<file path="src/hdl/nsmp_pkg.sv">
// types, codes and sizing for the nesting stack match-pop unit
// no dependencies
`timescale 1ns / 1ps

package nsmp_pkg;

    localparam int STACK_DEPTH = 16;
    localparam int IDX_W       = $clog2(STACK_DEPTH);
    localparam int DEPTH_W     = IDX_W + 1;
    localparam int DEPTH_OUT_W = 5;
    localparam int DEPTH_EXT_W = (DEPTH_W > DEPTH_OUT_W) ? DEPTH_W : DEPTH_OUT_W;

    localparam logic [1:0] CMD_PUSH      = 2'd0;
    localparam logic [1:0] CMD_POP       = 2'd1;
    localparam logic [1:0] CMD_POP_MATCH = 2'd2;

    localparam logic [1:0] ST_OK       = 2'd0;
    localparam logic [1:0] ST_NOTFOUND = 2'd1;
    localparam logic [1:0] ST_FULL     = 2'd2;

    typedef struct packed {
        logic [1:0]  cmd;
        logic [15:0] entry_handle;
        logic [7:0]  entry_code;
        logic [7:0]  match_code;
    } t_req;

    typedef struct packed {
        logic [1:0]             status;
        logic [15:0]            popped_handle;
        logic [DEPTH_OUT_W-1:0] depth_after;
    } t_rsp;

    typedef struct packed {
        logic [15:0] handle;
        logic [7:0]  code;
    } t_entry;

    // broadcast to every cell
    typedef struct packed {
        logic               en;
        logic [1:0]         cmd;
        logic [DEPTH_W-1:0] depth;
        logic [7:0]         match_code;
        t_entry             new_entry;
    } t_cell_ctl;

    // passed from the newer cell to the older one
    typedef struct packed {
        logic        hit;
        logic [15:0] handle;
    } t_chain;

endpackage

</file>
<file path="src/hdl/nsmp_cell.sv">
// one stack slot: holds an entry, flags a hit and shifts down on removal
// depends on nsmp_pkg
`timescale 1ns / 1ps

module nsmp_cell (
    input  logic                      i_clk,
    input  logic [nsmp_pkg::IDX_W-1:0] i_idx,
    input  nsmp_pkg::t_cell_ctl       i_ctl,
    input  logic                      i_found,
    input  nsmp_pkg::t_entry          i_above_entry,
    input  nsmp_pkg::t_chain          i_above,
    output nsmp_pkg::t_entry          o_entry,
    output nsmp_pkg::t_chain          o_below
);
    import nsmp_pkg::*;

    t_entry             r_entry;
    t_entry             n_entry;
    logic [DEPTH_W-1:0] w_idx;
    logic               w_hit;
    logic               w_sel;

    assign w_idx = DEPTH_W'(i_idx);

    always_comb begin
        w_hit = 1'b0;
        if (i_ctl.cmd == CMD_POP) begin
            w_hit = (w_idx + DEPTH_W'(1)) == i_ctl.depth;
        end else if (i_ctl.cmd == CMD_POP_MATCH) begin
            w_hit = (w_idx < i_ctl.depth) && (r_entry.code == i_ctl.match_code);
        end
    end

    assign w_sel          = w_hit && !i_above.hit;
    assign o_below.hit    = i_above.hit || w_hit;
    assign o_below.handle = w_sel ? r_entry.handle : i_above.handle;
    assign o_entry        = r_entry;

    always_comb begin
        n_entry = r_entry;
        if (i_ctl.en) begin
            if (i_ctl.cmd == CMD_PUSH && w_idx == i_ctl.depth) begin
                n_entry = i_ctl.new_entry;
            end else if (i_found && !i_above.hit) begin
                n_entry = i_above_entry;
            end
        end
    end

    always_ff @(posedge i_clk) begin
        r_entry <= n_entry;
    end

endmodule

</file>
<file path="src/hdl/nesting_stack_match_pop_unit.sv">
// top level of the nesting stack match-pop unit: depth counter, cell row, response register
// depends on nsmp_pkg and nsmp_cell
//
//   channel   direction  handshake                  payload
//   request   in         i_req_valid / o_req_ready  i_req (t_req)
//   response  out        o_rsp_valid / i_rsp_ready  o_rsp (t_rsp)
//
// one request per cycle unless o_rsp stalls; response valid in the cycle after acceptance
// the cost is one ripple through the cell row (hit flag and popped handle)
// a request is taken while the response register is empty or being drained
// reset clears the depth and the response valid; no clearing pass
`timescale 1ns / 1ps

module nesting_stack_match_pop_unit (
    input  logic           i_clk,
    input  logic           i_rst_n,
    input  logic           i_req_valid,
    output logic           o_req_ready,
    input  nsmp_pkg::t_req i_req,
    output logic           o_rsp_valid,
    input  logic           i_rsp_ready,
    output nsmp_pkg::t_rsp o_rsp
);
    import nsmp_pkg::*;

    logic [DEPTH_W-1:0]     r_depth;
    logic [DEPTH_W-1:0]     n_depth;
    logic                   r_rsp_valid;
    t_rsp                   r_rsp;
    t_rsp                   n_rsp;
    logic                   w_accept;
    logic                   w_found;
    logic                   w_full;
    logic [DEPTH_EXT_W-1:0] w_depth_ext;
    t_cell_ctl              w_ctl;
    t_entry                 w_cell  [STACK_DEPTH-1:0];
    t_chain                 w_chain [STACK_DEPTH:0];

    assign o_req_ready = !r_rsp_valid || i_rsp_ready;
    assign w_accept    = i_req_valid && o_req_ready;
    assign w_full      = r_depth == DEPTH_W'(STACK_DEPTH);

    assign w_ctl.en                  = w_accept;
    assign w_ctl.cmd                 = i_req.cmd;
    assign w_ctl.depth               = r_depth;
    assign w_ctl.match_code          = i_req.match_code;
    assign w_ctl.new_entry.handle    = i_req.entry_handle;
    assign w_ctl.new_entry.code      = i_req.entry_code;

    assign w_chain[STACK_DEPTH] = '0;

    for (genvar i = 0; i < STACK_DEPTH; i++) begin : g_cell
        t_entry w_above_entry;
        if (i == STACK_DEPTH - 1) begin : g_top
            assign w_above_entry = '0;
        end else begin : g_mid
            assign w_above_entry = w_cell[i+1];
        end
        nsmp_cell u_cell (
            .i_clk         (i_clk),
            .i_idx         (IDX_W'(i)),
            .i_ctl         (w_ctl),
            .i_found       (w_found),
            .i_above_entry (w_above_entry),
            .i_above       (w_chain[i+1]),
            .o_entry       (w_cell[i]),
            .o_below       (w_chain[i])
        );
    end

    assign w_found = w_chain[0].hit;

    always_comb begin
        n_depth = r_depth;
        if (i_req.cmd == CMD_PUSH) begin
            if (!w_full) begin
                n_depth = r_depth + DEPTH_W'(1);
            end
        end else if (w_found) begin
            n_depth = r_depth - DEPTH_W'(1);
        end
    end

    assign w_depth_ext = DEPTH_EXT_W'(n_depth);

    always_comb begin
        n_rsp.popped_handle = w_chain[0].handle;
        n_rsp.depth_after   = w_depth_ext[DEPTH_OUT_W-1:0];
        if (i_req.cmd == CMD_PUSH) begin
            n_rsp.status = w_full ? ST_FULL : ST_OK;
        end else begin
            n_rsp.status = w_found ? ST_OK : ST_NOTFOUND;
        end
    end

    always_ff @(posedge i_clk) begin
        if (!i_rst_n) begin
            r_depth     <= '0;
            r_rsp_valid <= 1'b0;
        end else begin
            if (w_accept) begin
                r_depth <= n_depth;
            end
            if (w_accept) begin
                r_rsp_valid <= 1'b1;
            end else if (i_rsp_ready) begin
                r_rsp_valid <= 1'b0;
            end
        end
    end

    always_ff @(posedge i_clk) begin
        if (w_accept) begin
            r_rsp <= n_rsp;
        end
    end

    assign o_rsp_valid = r_rsp_valid;
    assign o_rsp       = r_rsp;

endmodule

</file>
<file path="config.mk">
export PLATFORM = sky130hd
export DESIGN_NAME = nesting_stack_match_pop_unit
export DESIGN_NICKNAME = d
export VERILOG_FILES = /design/src/hdl/nsmp_pkg.sv /design/src/hdl/nsmp_cell.sv /design/src/hdl/nesting_stack_match_pop_unit.sv
export SDC_FILE = /design/constraint.sdc
export NUM_CORES = 1
export LEC_CHECK = 0
export ABC_AREA = 1
export BUFFER_PORTS_ARGS = -buffer_cell sky130_fd_sc_hd__buf_2
export CORE_MARGIN = 1.5
export CORE_UTILIZATION = 59
export CTS_BUF_LIST = sky130_fd_sc_hd__clkbuf_4 sky130_fd_sc_hd__clkbuf_8
export CTS_CLUSTER_DIAMETER = 200
export DETAILED_ROUTE_END_ITERATION = 12
export HOLD_SLACK_MARGIN = 0.02
export PLACE_DENSITY = 0.79
export SLEW_MARGIN = 20
export SYNTH_ARGS = -nofsm -noshare
export SYNTH_HDL_FRONTEND = slang
export SYNTH_SLANG_ARGS = --single-unit
</file>
<file path="constraint.sdc">
create_clock -name i_clk -period 4.1 [get_ports i_clk]
set_input_delay 0.615 -clock i_clk [delete_from_list [all_inputs] [get_ports i_clk]]
set_output_delay 0.615 -clock i_clk [all_outputs]
set_load 0.02 [all_outputs]
</file>
; Word-level counts from Yosys, hierarchy flattened
; Index checks and enable logic that the tools add are counted.
[word_totals]
ff_bits = 413
in_bits = 38
output_inout_bits = 25
wordCells = 308
[classes]
addsub = 2
order_cmp = 16
eq_ne = 35
mux = 88
reduce_logical = 130
[ops]
columns = cell, count
row1 = $mux W24, 32
row2 = $mux W16, 16
row3 = $eq A8 B8 Y1, 16
row4 = $logic_and A1 B1 Y1, 63
row5 = $eq A4 B5 Y1 const A, 8
row6 = $lt A4 B5 Y1 const A, 8
row7 = $mux W1, 35
row8 = $reduce_bool A2 Y1, 17
row9 = $reduce_and A2 Y1, 16
row10 = $eq A3 B5 Y1 const A, 4
row11 = $lt A3 B5 Y1 const A, 4
row12 = $logic_not A1 Y1, 16
row13 = $logic_or A1 B1 Y1, 16
row14 = $mux W5, 3
row15 = $eq A2 B5 Y1 const A, 2
row16 = $lt A1 B5 Y1 const A, 2
row17 = $lt A2 B5 Y1 const A, 2
row18 = $add A5 B1 Y5 const B, 1
row19 = $eq A1 B5 Y1 const A, 1
row20 = $eq A5 B5 Y1 const A, 1
row21 = $eq A5 B5 Y1 const B, 1
row22 = $logic_not A5 Y1, 1
row23 = $sub A5 B1 Y5 const B, 1
row24 = $mux W2, 2
row25 = 3 further kinds, 3

; Logic depth before layout (Yosys ltp)
[logic_depth]
word_depth = 22
mapped_depth = 23
depth_no_buf = 22

; By module
; From an unflattened synthesis, not the netlist that was laid out.
[unflattened]
hier_cells = 3817
area_unflattened_um2 = 29179.2
[by_module_without_submodules]
columns = module, n_inst, cells_each, area_per_inst_um2, seq_area_each_um2
row1 = nsmp_cell (g_cell[12].u_cell ...), 9, 209, 1732.9, 720.7
row2 = nsmp_cell (g_cell[0].u_cell ...), 7, 261, 1765.4, 720.7
row3 = nesting_stack_match_pop_unit, 1, 109, 1224.9, 810.8

; Worst setup path after synthesis
; OpenSTA, ideal clock, no wires.
[synth_timing]
path_kind = register -> register
from = register r_depth[0]
to = register g_cell[0].u_cell.r_entry, in the netlist g_cell[0].u_cell.o_entry[0] (enable)
setup_time_ps = 413
arrival_time_ps = 3732
required_ps = 3687
slack_ps = -45
stages_incl_launch_ff = 17
period_less_slack_ps = 4145
cell_sequence = dfxtp_1 > clkinv_1 > ha_1 > nand3_1 > nor2_1 > o21bai_2 > nor2_4 > nand4_4 > nor2_4 > nand4_4 > nor2_4 > nand4_4 > nor2_8 > nand2_2 > nor2_4 > inv_1 > a21oi_1
[synth_via]
elab_chain_cells = 22
word_cells_on_any_way = 101
cone_classes = 16 x order compare / 16 x eq/ne / 32 x mux / 37 x reduce/logical
[synth_rtl]
columns = element, line
row1 = "start, declared", nesting_stack_match_pop_unit.sv:26  ; logic [DEPTH_W-1:0] r_depth;
row2 = "start signal, assigned", nesting_stack_match_pop_unit.sv:102  ; r_depth <= n_depth;
row3 = $lt A4 B5 Y1, nsmp_cell.sv:30  ; w_hit = (w_idx < i_ctl.depth) && (r_entry.code == i_ctl.match_code);
row4 = $logic_and A1 B1 Y1, nsmp_cell.sv:30
row5 = $mux W1, nsmp_cell.sv:29  ; end else if (i_ctl.cmd == CMD_POP_MATCH) begin
row6 = $mux W1, nsmp_cell.sv:27  ; if (i_ctl.cmd == CMD_POP) begin
row7 = $logic_or A1 B1 Y1 (14 in a row), nsmp_cell.sv:35  ; assign o_below.hit = i_above.hit || w_hit;
row8 = $logic_or A1 B1 Y1 or $logic_not A1 Y1 (tied branches), "nsmp_cell.sv:35, nsmp_cell.sv:44"
row9 = $logic_and A1 B1 Y1, nsmp_cell.sv:44  ; end else if (i_found && !i_above.hit) begin
row10 = $reduce_bool A2 Y1 (no line) *, n/a
row11 = $reduce_and A2 Y1 (no line) *, n/a
row12 = "end signal, assigned", nsmp_cell.sv:51  ; r_entry <= n_entry;
row13 = "end, declared", nsmp_cell.sv:17  ; t_entry r_entry;
; Every way passes the cells marked *; elsewhere a longest branch is shown, timed or not.
; A chain may end at the register's enable or synchronous reset.

; Final worst setup path
[layout_timing]
from = register r_depth[1]
to = register g_cell[15].u_cell.r_entry, in the netlist g_cell[15].u_cell.o_entry[17] (enable)
[layout_via]
elab_chain_cells = 21
word_cells_on_any_way = 98
cone_classes = 16 x order compare / 16 x eq/ne / 32 x mux / 34 x reduce/logical
[layout_rtl]
columns = element, line
row1 = $lt A4 B5 Y1, nsmp_cell.sv:30
row2 = $logic_and A1 B1 Y1, nsmp_cell.sv:30
row3 = $mux W1, nsmp_cell.sv:29
row4 = $mux W1, nsmp_cell.sv:27
row5 = $logic_or A1 B1 Y1 (15 in a row), nsmp_cell.sv:35
row6 = $reduce_bool A2 Y1 (no line) *, n/a
row7 = $reduce_and A2 Y1 (no line) *, n/a
row8 = "end signal, assigned", nsmp_cell.sv:51
row9 = "end, declared", nsmp_cell.sv:17
; Marked as above.

==> metrics.md <==
| Metric | Value |
|---|---|
| Antenna cell count | 0 |
| DR iter-0 viols | 1761 |
| Die Y-Extent | 191.8 um |
| Register-to-register setup slack | 250 ps |
| Nets | 2399 |
| Total via count in the routed design | 16421 |
| Path depth of the worst reg2reg path | 16 |
| Inserted Clock Buffers | 69 |
| Clock H-tree levels | 3 |
| Type of the tightest min-delay check | input port to flop |
| Final routed DRC violation total | 0 |
| First-pass GRT wire length | 82830 um |
| Placed Instances | 2740 |
| Slowest cell on the critical path | sky130_fd_sc_hd__dfxtp_1 |
| Max VDD drop | 0.0002899 V |
| Final-report max-slew violation count | 0 |
| Routed WL per cell | 18.33 um |
| Status | completed |
| Period Utilization, post-route | 93.89% |
| Number of nets in the synthesized netlist | 2340 |
| Critical Path End Type | flop |
| Detailed Place HPWL | 37520 um |
| First-pass DRT Iterations | 6 |
| Share of layout cells above drive strength 1 | 12.22% |
| Max-slew headroom at the worst pin | 39.90% |
| Number of clock sinks | 413 |
| Class of the most critical setup path | flop to flop |
| Count of maximum capacitance violations | 0 |
| Number of instances resized during post-cts repair | 0 |
| CTS Buffer Depth | 3 |
| Transition at the pin with the smallest max-transition slack | 900.5 ps |
| Synthesis-to-layout area growth | 10.58% |
| Count of warnings emitted by yosys | 0 |
| Reg-to-reg endpoint | g_cell[15].u_cell.o_entry[17] |
| Setup TNS | 0 ps |
| Cts-stage hold buffer count | 0 |
| Data required, critical path | 4430 ps |
| Count of endpoints failing setup in the final report | 0 |
| Fillers | 2627 |
| Clock transition at the register clock pins on the worst setup and hold paths after CTS | 60 ps |
| Final critical-path required period | 3849 ps |
| Critical Path Fanout Max | 24 |
| Clock latency at the later pin of the worst-skew pair | 630 ps |
| Startpoint of the worst-slack reg-to-reg timing path | r_depth[1] |
| Maximum number of pins on one net before global-route repair | 50 |
| Gate Count Post-Synth | 2297 |
| Arrival time at the worst endpoint | 4170 ps |
| Number of antenna-violating nets in the routed design | 0 |
| Type of element launching the critical path | flop |
| Most instantiated flip-flop cell in the synthesis netlist | sky130_fd_sc_hd__edfxtp_1 |
| Total I/O pin count | 63 |
| Cell count of the worst hold path | 3 |
| Flip-flop and latch count after synthesis | 413 |
| Initial antenna violation count | 0 |
| Vias per cell | 5.742 |
| Average cell area after synthesis | 9.155 um^2 |
| Biggest area consumer among synthesized cells | sky130_fd_sc_hd__edfxtp_1 |
| Number of flops mapped to enable cells by yosys | 407 |
| Post-synthesis instance area | 21030 um^2 |
| Post-synth ARST share | 0% |
| CP peak stage delay | 630 ps |
| Area of the core | 34800 um^2 |
| Weighted congestion reported at the end of routability-driven placement | 0.9762 |
| Setup repair bufs after CTS | 0 |
| Post-Layout Cell Count | 2860 |
| Width of the die | 191.8 um |
| Proportion of synthesized chip area in sequential cells | 58.69% |
| Total die area | 36780 um^2 |
| Highest clock rate | 0.2598 GHz |
| Row count | 68 |
| FF+latch area | 12340 um^2 |
| RSZ-0062 raised after global routing | no |
| Area of the multi-input gates | 7527 um^2 |
| Source of the worst hold timing path | i_rst_n |
| Buffer cell driving the clock tree root | sky130_fd_sc_hd__clkbuf_8 |
| Effective utilization at floorplan | 60.43% |
| Static Leakage | 9.528 nW |
| Worst clock skew | 32.88 ps |
| GRT Overall Usage | 29.24% |
| Total routed wirelength | 52430 um |
| Hold Vio Cnt, Final | 0 |
| Number of global-route vias before repair | 15661 |
| Largest cells by area after synthesis | sky130_fd_sc_hd__edfxtp_1, sky130_fd_sc_hd__nand2_1, sky130_fd_sc_hd__o21ai_0 |
| Global-route congestion overflow total | 0 |
| TritonCTS clock tree | yes |
| Sink of the worst hold path | r_depth[4] |
| Port-buffer cells | 62 |
| Distinct cells, synth | 44 |
| Power Dens Cells | 412.3 nW/um^2 |
| Area fraction of the dominant cell type after synthesis | 58.12% |
| Cells traversed along the worst timing path | inv_1 -> ha_1 -> nand3_1 -> nor2_1 -> o21bai_2 -> nor2_4 -> nand4_4 -> nor2_4 -> nand4_4 -> nor2_4 -> nand4_4 -> nor2_8 -> nand3_4 -> o21ai_1 -> inv_1 -> buf_4 |
==> synthesized netlist by cell type, types with 7 or more instances <==
cell type and instances:
sky130_fd_sc_hd__edfxtp_1 407, sky130_fd_sc_hd__xnor2_1 26, sky130_fd_sc_hd__a21oi_1 44, sky130_fd_sc_hd__nor2_1 176, sky130_fd_sc_hd__inv_1 151, sky130_fd_sc_hd__o2111ai_1 19
sky130_fd_sc_hd__clkbuf_1 113, sky130_fd_sc_hd__nand4_1 17, sky130_fd_sc_hd__o22ai_1 7, sky130_fd_sc_hd__nand3_1 110, sky130_fd_sc_hd__nand2_1 672, sky130_fd_sc_hd__o21ai_0 371
sky130_fd_sc_hd__nor3_1 14, sky130_fd_sc_hd__buf_2 20, sky130_fd_sc_hd__xor2_1 53, sky130_fd_sc_hd__nor4_1 9, sky130_fd_sc_hd__buf_4 7, sky130_fd_sc_hd__inv_2 11
==> logic make-up after synthesis <==
kind of cell | after synthesis | synth area share [%]
flops | 413 | 58.69
buf+inv | 309 | 5.795
compound gates | 464 | 11.70
simple gates | 1027 | 20.23
fa+ha+maj | 5 | 0.2975
xor+xnor | 79 | 3.290
==> critical path: cells and delay by family, from the launching register on <==
family / cells / cell delay, ps
adders and majority gates: 1 / 280
DFF: 1 / 630
buffers and inverters: 3 / 440
and+or+nand+nor: 10 / 1680
AOI/OAI and AO/OA: 2 / 470
==> power by group <==
part	internal, mW	switching [mW]
clock network	1.93	1.64
registers	4.93	0.124
logic	0.284	0.673
total	7.15	2.44
==> metal layers <==
layer  track usage, %  share of wire (%)  wire length, um  vias up
met3            6.011                9.5             4962      114
met1            39.36                 42            21830     7613
li1                 -                  -                -     7905
met4            10.13                2.5             1291        0
met2            47.25                 46            24340      789
met5                0                  0                0        -
==> per-stage QoR <==
| step | instance area [um^2] | utilization (%) | worst slack (ps) | hold WS (ps) | power, mW |
|---|---|---|---|---|---|
| after global placement | 21930 | 63.03 | 429.5 | 486.1 | 6.031 |
| after global routing | 23250 | 66.82 | 124.2 | 282.6 | 9.926 |
| final | 23250 | 66.82 | 250.6 | 248.4 | 9.588 |
| after detailed placement | 21930 | 63.03 | 339.1 | 528.3 | 6.078 |
| after floorplan | 21030 | - | 155.7 | 511.3 | 5.732 |
| after CTS | 23250 | 66.82 | 391.3 | 234.4 | 9.608 |
==> area by class of cell <==
class / count / area share, %
repair buffers: 129 / 3.713
flip-flops and latches: 413 / 53.07
clock inverters: 19 / 0.5381
inverters: 168 / 2.712
multi-input cells: 1575 / 32.37
clock buffers: 101 / 5.144
well taps: 455 / 2.448
==> layout by cell type (no fill, tap or decap), types with 4 or more instances in the layout <==
cell and count:
sky130_fd_sc_hd__xnor2_1 26, sky130_fd_sc_hd__nor2_1 175, sky130_fd_sc_hd__a31oi_1 4, sky130_fd_sc_hd__o22ai_1 7, sky130_fd_sc_hd__nor2_4 4, sky130_fd_sc_hd__nand2_1 672, sky130_fd_sc_hd__nor4_1 9, sky130_fd_sc_hd__buf_12 4
sky130_fd_sc_hd__xor2_1 53, sky130_fd_sc_hd__buf_4 63, sky130_fd_sc_hd__dfxtp_1 6, sky130_fd_sc_hd__or2_2 6, sky130_fd_sc_hd__o21ai_1 4, sky130_fd_sc_hd__a21oi_2 15, sky130_fd_sc_hd__nand4_1 17, sky130_fd_sc_hd__clkbuf_8 70
sky130_fd_sc_hd__nor2_2 7, sky130_fd_sc_hd__a211oi_1 4, sky130_fd_sc_hd__clkinv_1 16, sky130_fd_sc_hd__o2111ai_1 19, sky130_fd_sc_hd__edfxtp_1 407, sky130_fd_sc_hd__clkbuf_4 31, sky130_fd_sc_hd__buf_2 62, sky130_fd_sc_hd__inv_2 11
sky130_fd_sc_hd__ha_1 5, sky130_fd_sc_hd__o21ai_0 371, sky130_fd_sc_hd__nand3_1 110, sky130_fd_sc_hd__a21oi_1 29, sky130_fd_sc_hd__nor3_1 14, sky130_fd_sc_hd__inv_1 151
==> worst max path at each step <==
stage	start	end	slack, ps	cells past startpoint
2_1_floorplan	i_req[3]	g_cell[6].u_cell.o_entry[0]	160	15
4_1_cts	r_depth[1]	g_cell[15].u_cell.o_entry[1]	390	16
3_5_place_dp	i_req[3]	o_rsp[19]	340	20
5_1_grt	r_depth[1]	g_cell[15].u_cell.o_entry[23]	120	16
3_3_place_gp	i_req[3]	o_rsp[20]	430	20
6_report	r_depth[1]	g_cell[15].u_cell.o_entry[17]	250	16
==> registers in the layout, summed over array words and instances, names as in the netlist <==
register,cells
o_rsp_valid,1
o_rsp,23
r_depth,5
g_cell.u_cell.o_entry,384
Note: power is estimated with default switching activity, not from simulation.
